==> src/rtl/core/pae_pkg.sv <==
`timescale 1ns / 1ps

package pae_pkg;

    localparam int NUM_IDS    = 32;
    localparam int ID_BITS    = $clog2(NUM_IDS);
    localparam int OWNER_BITS = 16;
    localparam int TAG_BITS   = 16;
    localparam int RAND_BITS  = 32;

    localparam logic [RAND_BITS-1:0] RAND_STEP = 32'd5659;
    localparam logic [RAND_BITS-1:0] RAND_ADD  = 32'd6277;
    localparam int RAND_SHL_A = 7;
    localparam int RAND_SHR   = 17;
    localparam int RAND_SHL_B = 11;

    typedef logic [ID_BITS-1:0]    t_id;
    typedef logic [OWNER_BITS-1:0] t_owner;
    typedef logic [TAG_BITS-1:0]   t_tag;

    typedef enum logic [1:0] {
        CMD_ALLOC     = 2'd0,
        CMD_RELEASE   = 2'd1,
        CMD_SET_OWNER = 2'd2
    } t_cmd;

    typedef struct packed {
        t_id  id;
        logic evict;
        logic wr_en;
        logic wr_zero;
    } t_decision;

endpackage

==> src/rtl/core/pid_allocator_random_evict_unit.sv <==
`timescale 1ns / 1ps
// Channel   Direction  Handshake                   Payload
// input     in         i_in_valid / o_in_ready     i_command, i_owner_tag, i_target_id
// output    out        o_out_valid / i_out_ready   o_granted_id, o_evicted, o_evicted_owner
//
// Each item passes the accept step, which picks the identifier and issues the owner
// memory read, and then the write-back state, which writes the owner entry back and loads the result.
// The owner memory read is registered; a new item is accepted only from the idle state.
// Reset clears the in-use mask, the random word and all control state; the owner
// memory is not cleared. A full output register holds the item in write-back and
// keeps the input channel stalled until the result is taken.

module pid_allocator_random_evict_unit (
    input  logic                   i_clk,
    input  logic                   i_rst_n,
    input  logic                   i_in_valid,
    output logic                   o_in_ready,
    input  logic [1:0]             i_command,
    input  logic [15:0]            i_owner_tag,
    input  logic [4:0]             i_target_id,
    output logic                   o_out_valid,
    input  logic                   i_out_ready,
    output logic [4:0]             o_granted_id,
    output logic                   o_evicted,
    output logic [15:0]            o_evicted_owner
);

    typedef enum logic [1:0] {
        S_IDLE  = 2'b01,
        S_WRITE = 2'b10
    } t_state;

    t_state             r_state;
    t_state             n_state;
    pae_pkg::t_decision dec;
    pae_pkg::t_decision r_dec;
    pae_pkg::t_tag      r_tag;
    pae_pkg::t_owner    rd_owner;
    pae_pkg::t_owner    wr_owner;
    logic               accept;
    logic               advance;
    logic               r_out_valid;
    pae_pkg::t_id       r_out_id;
    logic               r_out_evicted;
    pae_pkg::t_tag      r_out_owner;

    assign o_in_ready = (r_state == S_IDLE);
    assign accept     = i_in_valid && o_in_ready;
    assign advance    = (r_state == S_WRITE) && (!r_out_valid || i_out_ready);
    assign wr_owner   = r_dec.wr_zero ? '0 : pae_pkg::OWNER_BITS'(r_tag);

    pae_alloc_core u_core (
        .i_clk       (i_clk),
        .i_rst_n     (i_rst_n),
        .i_start     (accept),
        .i_command   (pae_pkg::t_cmd'(i_command)),
        .i_target_id (i_target_id),
        .o_dec       (dec)
    );

    pae_owner_ram #(
        .WIDTH (pae_pkg::OWNER_BITS),
        .DEPTH (pae_pkg::NUM_IDS)
    ) u_owner_ram (
        .i_clk   (i_clk),
        .i_we    (advance && r_dec.wr_en),
        .i_waddr (r_dec.id),
        .i_wdata (wr_owner),
        .i_re    (accept),
        .i_raddr (dec.id),
        .o_rdata (rd_owner)
    );

    always_comb begin
        n_state = r_state;
        case (r_state)
            S_IDLE: begin
                if (accept) begin
                    n_state = S_WRITE;
                end
            end
            S_WRITE: begin
                if (advance) begin
                    n_state = S_IDLE;
                end
            end
            default: begin
                n_state = S_IDLE;
            end
        endcase
    end

    always_ff @(posedge i_clk) begin
        if (!i_rst_n) begin
            r_state     <= S_IDLE;
            r_out_valid <= 1'b0;
        end else begin
            r_state <= n_state;
            if (advance) begin
                r_out_valid <= 1'b1;
            end else if (i_out_ready) begin
                r_out_valid <= 1'b0;
            end
        end
    end

    always_ff @(posedge i_clk) begin
        if (accept) begin
            r_dec <= dec;
            r_tag <= i_owner_tag;
        end
        if (advance) begin
            r_out_id      <= r_dec.id;
            r_out_evicted <= r_dec.evict;
            r_out_owner   <= r_dec.evict ? pae_pkg::TAG_BITS'(rd_owner) : '0;
        end
    end

    assign o_out_valid     = r_out_valid;
    assign o_granted_id    = r_out_id;
    assign o_evicted       = r_out_evicted;
    assign o_evicted_owner = r_out_owner;

    a_accept_to_write: assert property (@(posedge i_clk) disable iff (!i_rst_n)
        accept |=> r_state == S_WRITE)
        else $error("accepted item did not enter write-back");

    a_result_from_write: assert property (@(posedge i_clk) disable iff (!i_rst_n)
        $rose(o_out_valid) |-> $past(r_state == S_WRITE))
        else $error("result appeared without a write-back step");

    a_owner_only_on_evict: assert property (@(posedge i_clk) disable iff (!i_rst_n)
        o_out_valid && !o_evicted |-> o_evicted_owner == '0)
        else $error("previous owner reported without an eviction");

endmodule

==> src/rtl/core/pae_owner_ram.sv <==
`timescale 1ns / 1ps

module pae_owner_ram #(
    parameter int WIDTH = 16,
    parameter int DEPTH = 32
) (
    input  logic                     i_clk,
    input  logic                     i_we,
    input  logic [$clog2(DEPTH)-1:0] i_waddr,
    input  logic [WIDTH-1:0]         i_wdata,
    input  logic                     i_re,
    input  logic [$clog2(DEPTH)-1:0] i_raddr,
    output logic [WIDTH-1:0]         o_rdata
);

    logic [WIDTH-1:0] r_mem [DEPTH];
    logic [WIDTH-1:0] r_rdata;

    always_ff @(posedge i_clk) begin
        if (i_we) begin
            r_mem[i_waddr] <= i_wdata;
        end
    end

    always_ff @(posedge i_clk) begin
        if (i_re) begin
            r_rdata <= r_mem[i_raddr];
        end
    end

    assign o_rdata = r_rdata;

endmodule

==> src/rtl/core/pae_alloc_core.sv <==
`timescale 1ns / 1ps

module pae_alloc_core (
    input  logic               i_clk,
    input  logic               i_rst_n,
    input  logic               i_start,
    input  pae_pkg::t_cmd      i_command,
    input  pae_pkg::t_id       i_target_id,
    output pae_pkg::t_decision o_dec
);

    logic [pae_pkg::NUM_IDS-1:0]   r_mask;
    logic [pae_pkg::NUM_IDS-1:0]   n_mask;
    logic [pae_pkg::RAND_BITS-1:0] r_rand;
    logic [pae_pkg::RAND_BITS-1:0] n_rand;

    logic [pae_pkg::NUM_IDS-1:0]   free_bits;
    logic                          any_free;
    pae_pkg::t_id                  hi_free;
    logic [pae_pkg::RAND_BITS-1:0] rand_step;
    logic [pae_pkg::RAND_BITS-1:0] rand_mix;
    logic [pae_pkg::RAND_BITS-1:0] rand_scr;

    assign free_bits = ~r_mask;
    assign any_free  = |free_bits;
    assign rand_step = r_rand + pae_pkg::RAND_STEP;
    assign rand_mix  = rand_step + (rand_step << pae_pkg::RAND_SHL_A) + pae_pkg::RAND_ADD;
    assign rand_scr  = (rand_mix << pae_pkg::RAND_SHL_A) ^ (rand_mix >> pae_pkg::RAND_SHR)
                     ^ (rand_mix << pae_pkg::RAND_SHL_B);

    always_comb begin
        hi_free = '0;
        for (int i = 0; i < pae_pkg::NUM_IDS; i++) begin
            if (free_bits[i]) begin
                hi_free = pae_pkg::ID_BITS'(i);
            end
        end
    end

    always_comb begin
        o_dec.id      = i_target_id;
        o_dec.evict   = 1'b0;
        o_dec.wr_en   = 1'b0;
        o_dec.wr_zero = 1'b0;
        n_mask        = r_mask;
        n_rand        = r_rand;
        case (i_command)
            pae_pkg::CMD_ALLOC: begin
                o_dec.wr_en = 1'b1;
                if (any_free) begin
                    o_dec.id = hi_free;
                    n_rand   = rand_step;
                    n_mask   = r_mask | (pae_pkg::NUM_IDS'(1) << hi_free);
                end else begin
                    o_dec.id    = rand_scr[pae_pkg::ID_BITS-1:0];
                    o_dec.evict = 1'b1;
                    n_rand      = rand_scr;
                end
            end
            pae_pkg::CMD_RELEASE: begin
                o_dec.wr_en   = 1'b1;
                o_dec.wr_zero = 1'b1;
                n_mask        = r_mask & ~(pae_pkg::NUM_IDS'(1) << i_target_id);
            end
            pae_pkg::CMD_SET_OWNER: begin
                o_dec.wr_en = 1'b1;
            end
            default: begin
            end
        endcase
    end

    always_ff @(posedge i_clk) begin
        if (!i_rst_n) begin
            r_mask <= '0;
            r_rand <= '0;
        end else if (i_start) begin
            r_mask <= n_mask;
            r_rand <= n_rand;
        end
    end

    a_alloc_adds_one: assert property (@(posedge i_clk) disable iff (!i_rst_n)
        i_start && i_command == pae_pkg::CMD_ALLOC && !o_dec.evict
        |=> $countones(r_mask) == $countones($past(r_mask)) + 1)
        else $error("free allocate did not claim exactly one identifier");

    a_evict_keeps_mask: assert property (@(posedge i_clk) disable iff (!i_rst_n)
        i_start && o_dec.evict |=> $stable(r_mask))
        else $error("eviction changed the in-use mask");

endmodule
==> config.mk <==
export PLATFORM = sky130hd
export DESIGN_NAME = pid_allocator_random_evict_unit
export DESIGN_NICKNAME = d
export VERILOG_FILES = /design/src/rtl/core/pae_pkg.sv /design/src/rtl/core/pid_allocator_random_evict_unit.sv /design/src/rtl/core/pae_owner_ram.sv /design/src/rtl/core/pae_alloc_core.sv
export SDC_FILE = /design/constraint.sdc
export NUM_CORES = 1
export LEC_CHECK = 0
export ABC_AREA = 1
export BUFFER_PORTS_ARGS = -buffer_cell sky130_fd_sc_hd__clkbuf_2
export CAP_MARGIN = 15
export CORE_AREA = 2 2 296 240
export CTS_CLUSTER_SIZE = 25
export DETAILED_ROUTE_END_ITERATION = 7
export DIE_AREA = 0 0 298 242
export SYNTH_ARGS = -nofsm -noshare
export SYNTH_HDL_FRONTEND = slang
export SYNTH_SLANG_ARGS = --single-unit
==> constraint.sdc <==
create_clock -name i_clk -period 10.9 [get_ports i_clk]
set_input_delay 0.545 -clock i_clk [delete_from_list [all_inputs] [get_ports i_clk]]
set_output_delay 0.545 -clock i_clk [all_outputs]
set_load 0.005 [all_outputs]
==> reports/metrics.yaml, run 1 <==
status: "finished clean"
seqPwrFrac: 0.482
ys_seq_elements: 641
crit_type: "reg2reg"
fin_area_sq_mm: 0.0343
drt_iter0_drc: 2612
period_share: 0.639
min_path_cells: 1
peakVddDrop_mv: 0.144
numClockSinks: 641
place_congestion: 0.927
worstMarginPinSlew_ps: 1170
cts_root_buf: "clkbuf_16"
grt_pass1_wl_um: 133000
grt_overflow: 0
rows: 87
relSlewSlack: 0.215
p_sw_mw: 1.41
skew_ps: 27.1
cts-buffers-inserted: 68
antenna_found_initial: 1
dp_slack_ps: 4040
synth_area_sq_mm: 0.0309
grt_pass1_vias: 21300
route.detailed.drc: 0
cp.arrival_ps: 7340
rr_worst_depth: 29
synth_area_leaders: "edfxtp_1 56%, nand3_1 9.5%, nand2_1 6.4%, inv_1 6.0%, dfxtp_1 4.3%"
placed_area_sq_mm: 0.0320
synth_cell_types: 53
final_util: 0.493
hold_path.class: "in2reg"
n_antenna_cell: 0
routedWlPerCell_um: 21.4
cts_max_level: 3
setup_viol: 0
rsz0062_at_grt: "false"
grt_util_all_layers: 0.240
rrSetupSlack_ps: 3930
place_hpwl_um: 53200
dr.pass1.iters: 6
grt_max_degree: 165
worstSkewPairLatency_ps: 630
synth_nets: 3173
clockBufferDepth: 3
final_cell_mix: "586 x nand3_1, 574 x edfxtp_1, 529 x nand2_1, 489 x inv_1, 160 x nand3b_1"
syn_inst: 3094
clkSlewWorstSetupHoldPaths_ps: 60
finalMaxSlewViolations: 0
vias: 22800
die_y_um: 242
p_int_mw: 4.24
die_w_um: 298
leakagePower_nw: 13.9
port_buffers: 50
avgSynthCellArea_sq_um: 9.99
async_flop_share: 0
fin_crit_ps: 6970
fmax_ghz: 0.143
pwr-share-comb: 0.101
synth-main-ff-cell: "edfxtp_1"
cts_tree: "yes"
drive_above_1_share: 0.0848
die_area_sq_mm: 0.0721
synth_top_area_frac: 0.558
setup.worst_path.end_class: "flip-flop"
viasPerCell: 5.54
ys_warn_count: 0
layout_setup_ws_ps: 3930
post_cts_buffers: 0
ys_seq_area_frac: 0.601
start_util: 0.445
totalWireLength_um: 88000
final_common_cell: "nand3_1"
cp_common_cell: "nand2_1"
fin_tns_setup_ps: 0
synth_area_leader_cell: "edfxtp_1"
cp.required_ps: 11270
finalHoldViolCount: 0
nets: 3199
cp_slowest_stage_delay_ps: 710
crit_fanout: 79
pwr-share-clk: 0.417
power_density_mw_per_mm2: 165
postRouteAntennaNets: 0
coreArea_sq_mm: 0.0694
ctsHoldBuffers: 0
sw_frac_of_total: 0.250
maxCapViolCount: 0
critical_path.slowest_cell: "buf_4"
io_pins: 51
start_kind: "flip-flop"
cts_resized: 0
syn_to_final_growth_pct: 10.9
timing.hold.ws_ps: 101
synth_edf_count: 574
## synth_stat cells (2+ instances only)
cell      count
dfxtp_1      67
buf_2        63
a211oi_1     25
buf_6        24
o21ai_1       3
xnor2_2       2
nand3b_1    160
nor2_2        2
nor3_1       12
xnor2_1      18
nand3_2       2
buf_4         9
a221oi_1     15
clkbuf_1     56
clkinv_1      4
xor2_1       45
buf_1        12
nand4_1       8
nor2_1      115
a21o_1        2
inv_2         7
nor4_1        3
a31oi_1      11
nand2_2       5
o21ai_2       4
nand3_1     586
edfxtp_1    574
o221ai_1      2
inv_1       490
and2_1        2
ha_1         52
a21oi_1      88
a31oi_2       2
o21ai_0      65
or2_2         4
nand2_1     530
o211ai_1      9
## registers in the layout, summed over array words and instances, names as in the netlist, 5 cells and up
name,cells
u_owner_ram.o_rdata,16
o_evicted_owner,16
u_core.r_mask,32
u_owner_ram.r_mem,512
r_dec,8
r_tag,16
o_granted_id,5
u_core.r_rand,32
## metrics by stage
stage          power (mW)  cells
3_3_place_gp         3.34   3984
5_1_grt              5.84   4107
4_1_cts              5.68   4107
3_5_place_dp         3.34   3984
6_report             5.65   4107
2_1_floorplan        3.15   3094
## routing by layer
metal,vias to the layer above,global-route usage,share of wire
met5,-,0,0
met4,0,0.0607,0.019
met2,1054,0.348,0.43
li1,10500,-,-
met1,11100,0.361,0.46
met3,112,0.0554,0.099
## power groups by stage
stage                     Clock (mW)  Combinational [mW]  Sequential (mW)
after floorplan                    0               0.382             2.77
after global placement             0               0.562             2.77
after detailed placement           0               0.564             2.77
after CTS                       2.39               0.566             2.72
after global routing            2.49               0.624             2.72
final                           2.35               0.573             2.72
## critical path, delay by kind of cell, from the launching register on
family | cells | cell delay [ps]
flops | 1 | 490
buf+inv | 7 | 2160
simple gates | 10 | 1290
xor+xnor | 2 | 470
fa+ha+maj | 3 | 880
compound gates | 7 | 1330
## worst paths after layout
path,from,endpoint
hold / removal,i_owner_tag[14],r_tag[14]
hold reg to reg,u_core.r_rand[12],u_core.r_rand[12]
setup / recovery,u_core.r_rand[0],u_owner_ram.o_rdata[10]
setup reg to reg,u_core.r_rand[0],u_owner_ram.o_rdata[10]
## area by class of cell
type,count,area (sq um)
clock buffers,89,1800
fillers,6426,35200
flip-flops and latches,641,18600
multi-input cells,1788,9620
well taps,934,1170
inverters,501,1880
clock inverters,34,435
repair buffers,120,776
## kinds of logic (layout without fill, tap and decap cells)
logic type / after synthesis / count (layout) / share of synthesized area
xor gates and xnor gates: 65 / 65 / 0.0189
AOI/OAI and AO/OA: 238 / 238 / 0.0475
adders and majority gates: 52 / 52 / 0.0211
DFF: 641 / 641 / 0.601
buffers and inverters: 665 / 744 / 0.0902
and+or+nand+nor: 1433 / 1433 / 0.221
Power figures use the tool's default switching activity.
==> inputs of run 2 (changes only) <==
==> constraint.sdc (replaced) <==
create_clock -name i_clk -period 6.05 [get_ports i_clk]
set_input_delay 0.3025 -clock i_clk [delete_from_list [all_inputs] [get_ports i_clk]]
set_output_delay 0.3025 -clock i_clk [all_outputs]
set_load 0.005 [all_outputs]
==> run 2 against run 1 <==
Effect of this change: the flow now finishes with violations (DRC); combinational power grew 83%; clock skew rose by 1.1 ps; sequential share of layout area down 0.76 points; hold slack got worse by 59 ps; critical endpoint is now u_owner_ram.o_rdata[8].
==> reports/metrics.yaml, run 2 (synthesized netlist as in run 1, its figures left out) <==
dp_slack_ps: 425
grt_overflow: 0
grt_pass1_wl_um: 132000
clkSlewWorstSetupHoldPaths_ps: 60
finalMaxSlewViolations: 0
antenna_found_initial: 3
rsz0062_at_grt: "false"
nets: 3238
final_common_cell: "nand3_1"
multi_input_area_sq_mm: 0.00963
fin_crit_ps: 5610
die_w_um: 298
period_share: 0.927
io_pins: 51
place_congestion: 0.913
clockBufferDepth: 3
drive_above_1_share: 0.0931
worstMarginPinSlew_ps: 1130
cp_slowest_stage_delay_ps: 350
timing.rr.start: "u_core.r_rand[0]"
cp.required_ps: 6420
fmax_ghz: 0.178
layout_setup_ws_ps: 443
finalHoldViolCount: 0
start_kind: "flip-flop"
fillers: 6317
rr_endpoint: "u_owner_ram.o_rdata[8]"
place_hpwl_um: 53200
rrSetupSlack_ps: 440
min_path_cells: 4
violations: "DRC"
hold_path.class: "in2reg"
numClockSinks: 641
critical_path.slowest_cell: "buf_12"
relSlewSlack: 0.243
postRouteAntennaNets: 0
route.detailed.drc: 3
grt_util_all_layers: 0.239
maxCapViolCount: 0
cp.arrival_ps: 5980
power_density_mw_per_mm2: 293
rows: 87
leakagePower_nw: 14.1
biggestRegsByFlops: "u_owner_ram.r_mem x512, u_core.r_mask x32, u_core.r_rand x32"
crit_type: "reg2reg"
vias: 22700
die_area_sq_mm: 0.0721
skew_ps: 28.1
post_cts_buffers: 0
cts-buffers-inserted: 70
dr.pass1.iters: 8
top_register: "u_owner_ram.r_mem"
syn_to_final_growth_pct: 12.5
status: "complete, but fails checks"
port_buffers: 50
peakVddDrop_mv: 0.249
cts_root_buf: "clkbuf_16"
cts_tree: "yes"
final_cell_mix: "586 x nand3_1, 574 x edfxtp_1, 529 x nand2_1, 489 x inv_1, 160 x nand3b_1"
grt_pass1_vias: 21500
cts_max_level: 3
hold_start: "i_out_ready"
final_util: 0.500
largest_register_ffs: 512
routedWlPerCell_um: 21.0
register_area_sq_mm: 0.0186
cp_common_cell: "nand2_1"
coreArea_sq_mm: 0.0694
totalWireLength_um: 87200
setup_viol: 0
grt_max_degree: 113
die_y_um: 242
start_util: 0.445
fin_tns_setup_ps: 0
worstSkewPairLatency_ps: 620
drt_iter0_drc: 2942
rr_worst_depth: 33
setup.worst_path.end_class: "flip-flop"
viasPerCell: 5.47
crit_fanout: 86
worstHoldEndpoint: "o_out_valid"
-- run 2: layout make-up --
| class | instances | share of cell area |
|---|---|---|
| multi-input cells | 1788 | 0.277 |
| repair buffers | 157 | 0.0363 |
| clock inverters | 39 | 0.0115 |
| diodes | 1 | 0.0000720 |
| flip-flops and latches | 641 | 0.535 |
| well taps | 934 | 0.0336 |
| inverters | 501 | 0.0542 |
| clock buffers | 85 | 0.0526 |
-- run 2: how the worst max path moves through the flow --
stage / slack [ps] / cells after the start / end / from
2_1_floorplan: 1660 / 33 / u_owner_ram.o_rdata[5] / u_core.r_rand[0]
3_3_place_gp: 510 / 33 / u_owner_ram.o_rdata[8] / u_core.r_rand[0]
3_5_place_dp: 420 / 31 / u_owner_ram.o_rdata[6] / u_core.r_rand[1]
4_1_cts: 430 / 31 / u_owner_ram.o_rdata[6] / u_core.r_rand[0]
5_1_grt: 30 / 32 / u_owner_ram.o_rdata[4] / u_core.r_rand[5]
6_report: 440 / 33 / u_owner_ram.o_rdata[8] / u_core.r_rand[0]
-- run 2: routing by layer --
metal / up-vias / track usage / wire [um]
li1: 10600 / - / -
met1: 11000 / 0.360 / 40100
met2: 966 / 0.343 / 37000
met3: 143 / 0.0524 / 7790
met4: 0 / 0.0729 / 2390
met5: - / 0 / 0
-- run 2: per-stage QoR --
| step | power [mW] | cell area [sq um] | hold slack, ps | std cells |
|---|---|---|---|---|
| global placement | 6.03 | 32300 | 457 | 4003 |
| global route | 10.5 | 34700 | 38.8 | 4145 |
| finish | 10.2 | 34800 | 42.1 | 4146 |
| floorplan | 5.67 | 30900 | 401 | 3094 |
| detailed placement | 6.03 | 32300 | 460 | 4003 |
| CTS | 10.2 | 34700 | 15.7 | 4145 |
-- run 2: critical path, delay by kind of cell (launching register included) --
family | cells | cell delay, ps
XOR/XNOR | 1 | 280
buffers and inverters | 7 | 960
AO/OA/AOI/OAI | 4 | 710
adder cells (fa/ha/maj) | 3 | 870
flip-flops | 1 | 320
AND/OR/NAND/NOR | 18 | 2110
-- run 2: power by group --
part	switching, mW	internal, mW	leakage [nW]	total [mW]
Sequential	0.0309	4.88	5.82	4.91
Combinational	0.742	0.313	7.23	1.05
Clock	1.78	2.42	1.09	4.21
Total	2.56	7.61	14.1	10.2
-- run 2: timing repair --
action,4_1_cts,5_1_grt
gates resized for setup,0,1
endpoints found under the setup margin,0,5
hold endpoints to repair,17,0
hold buffers,18,0
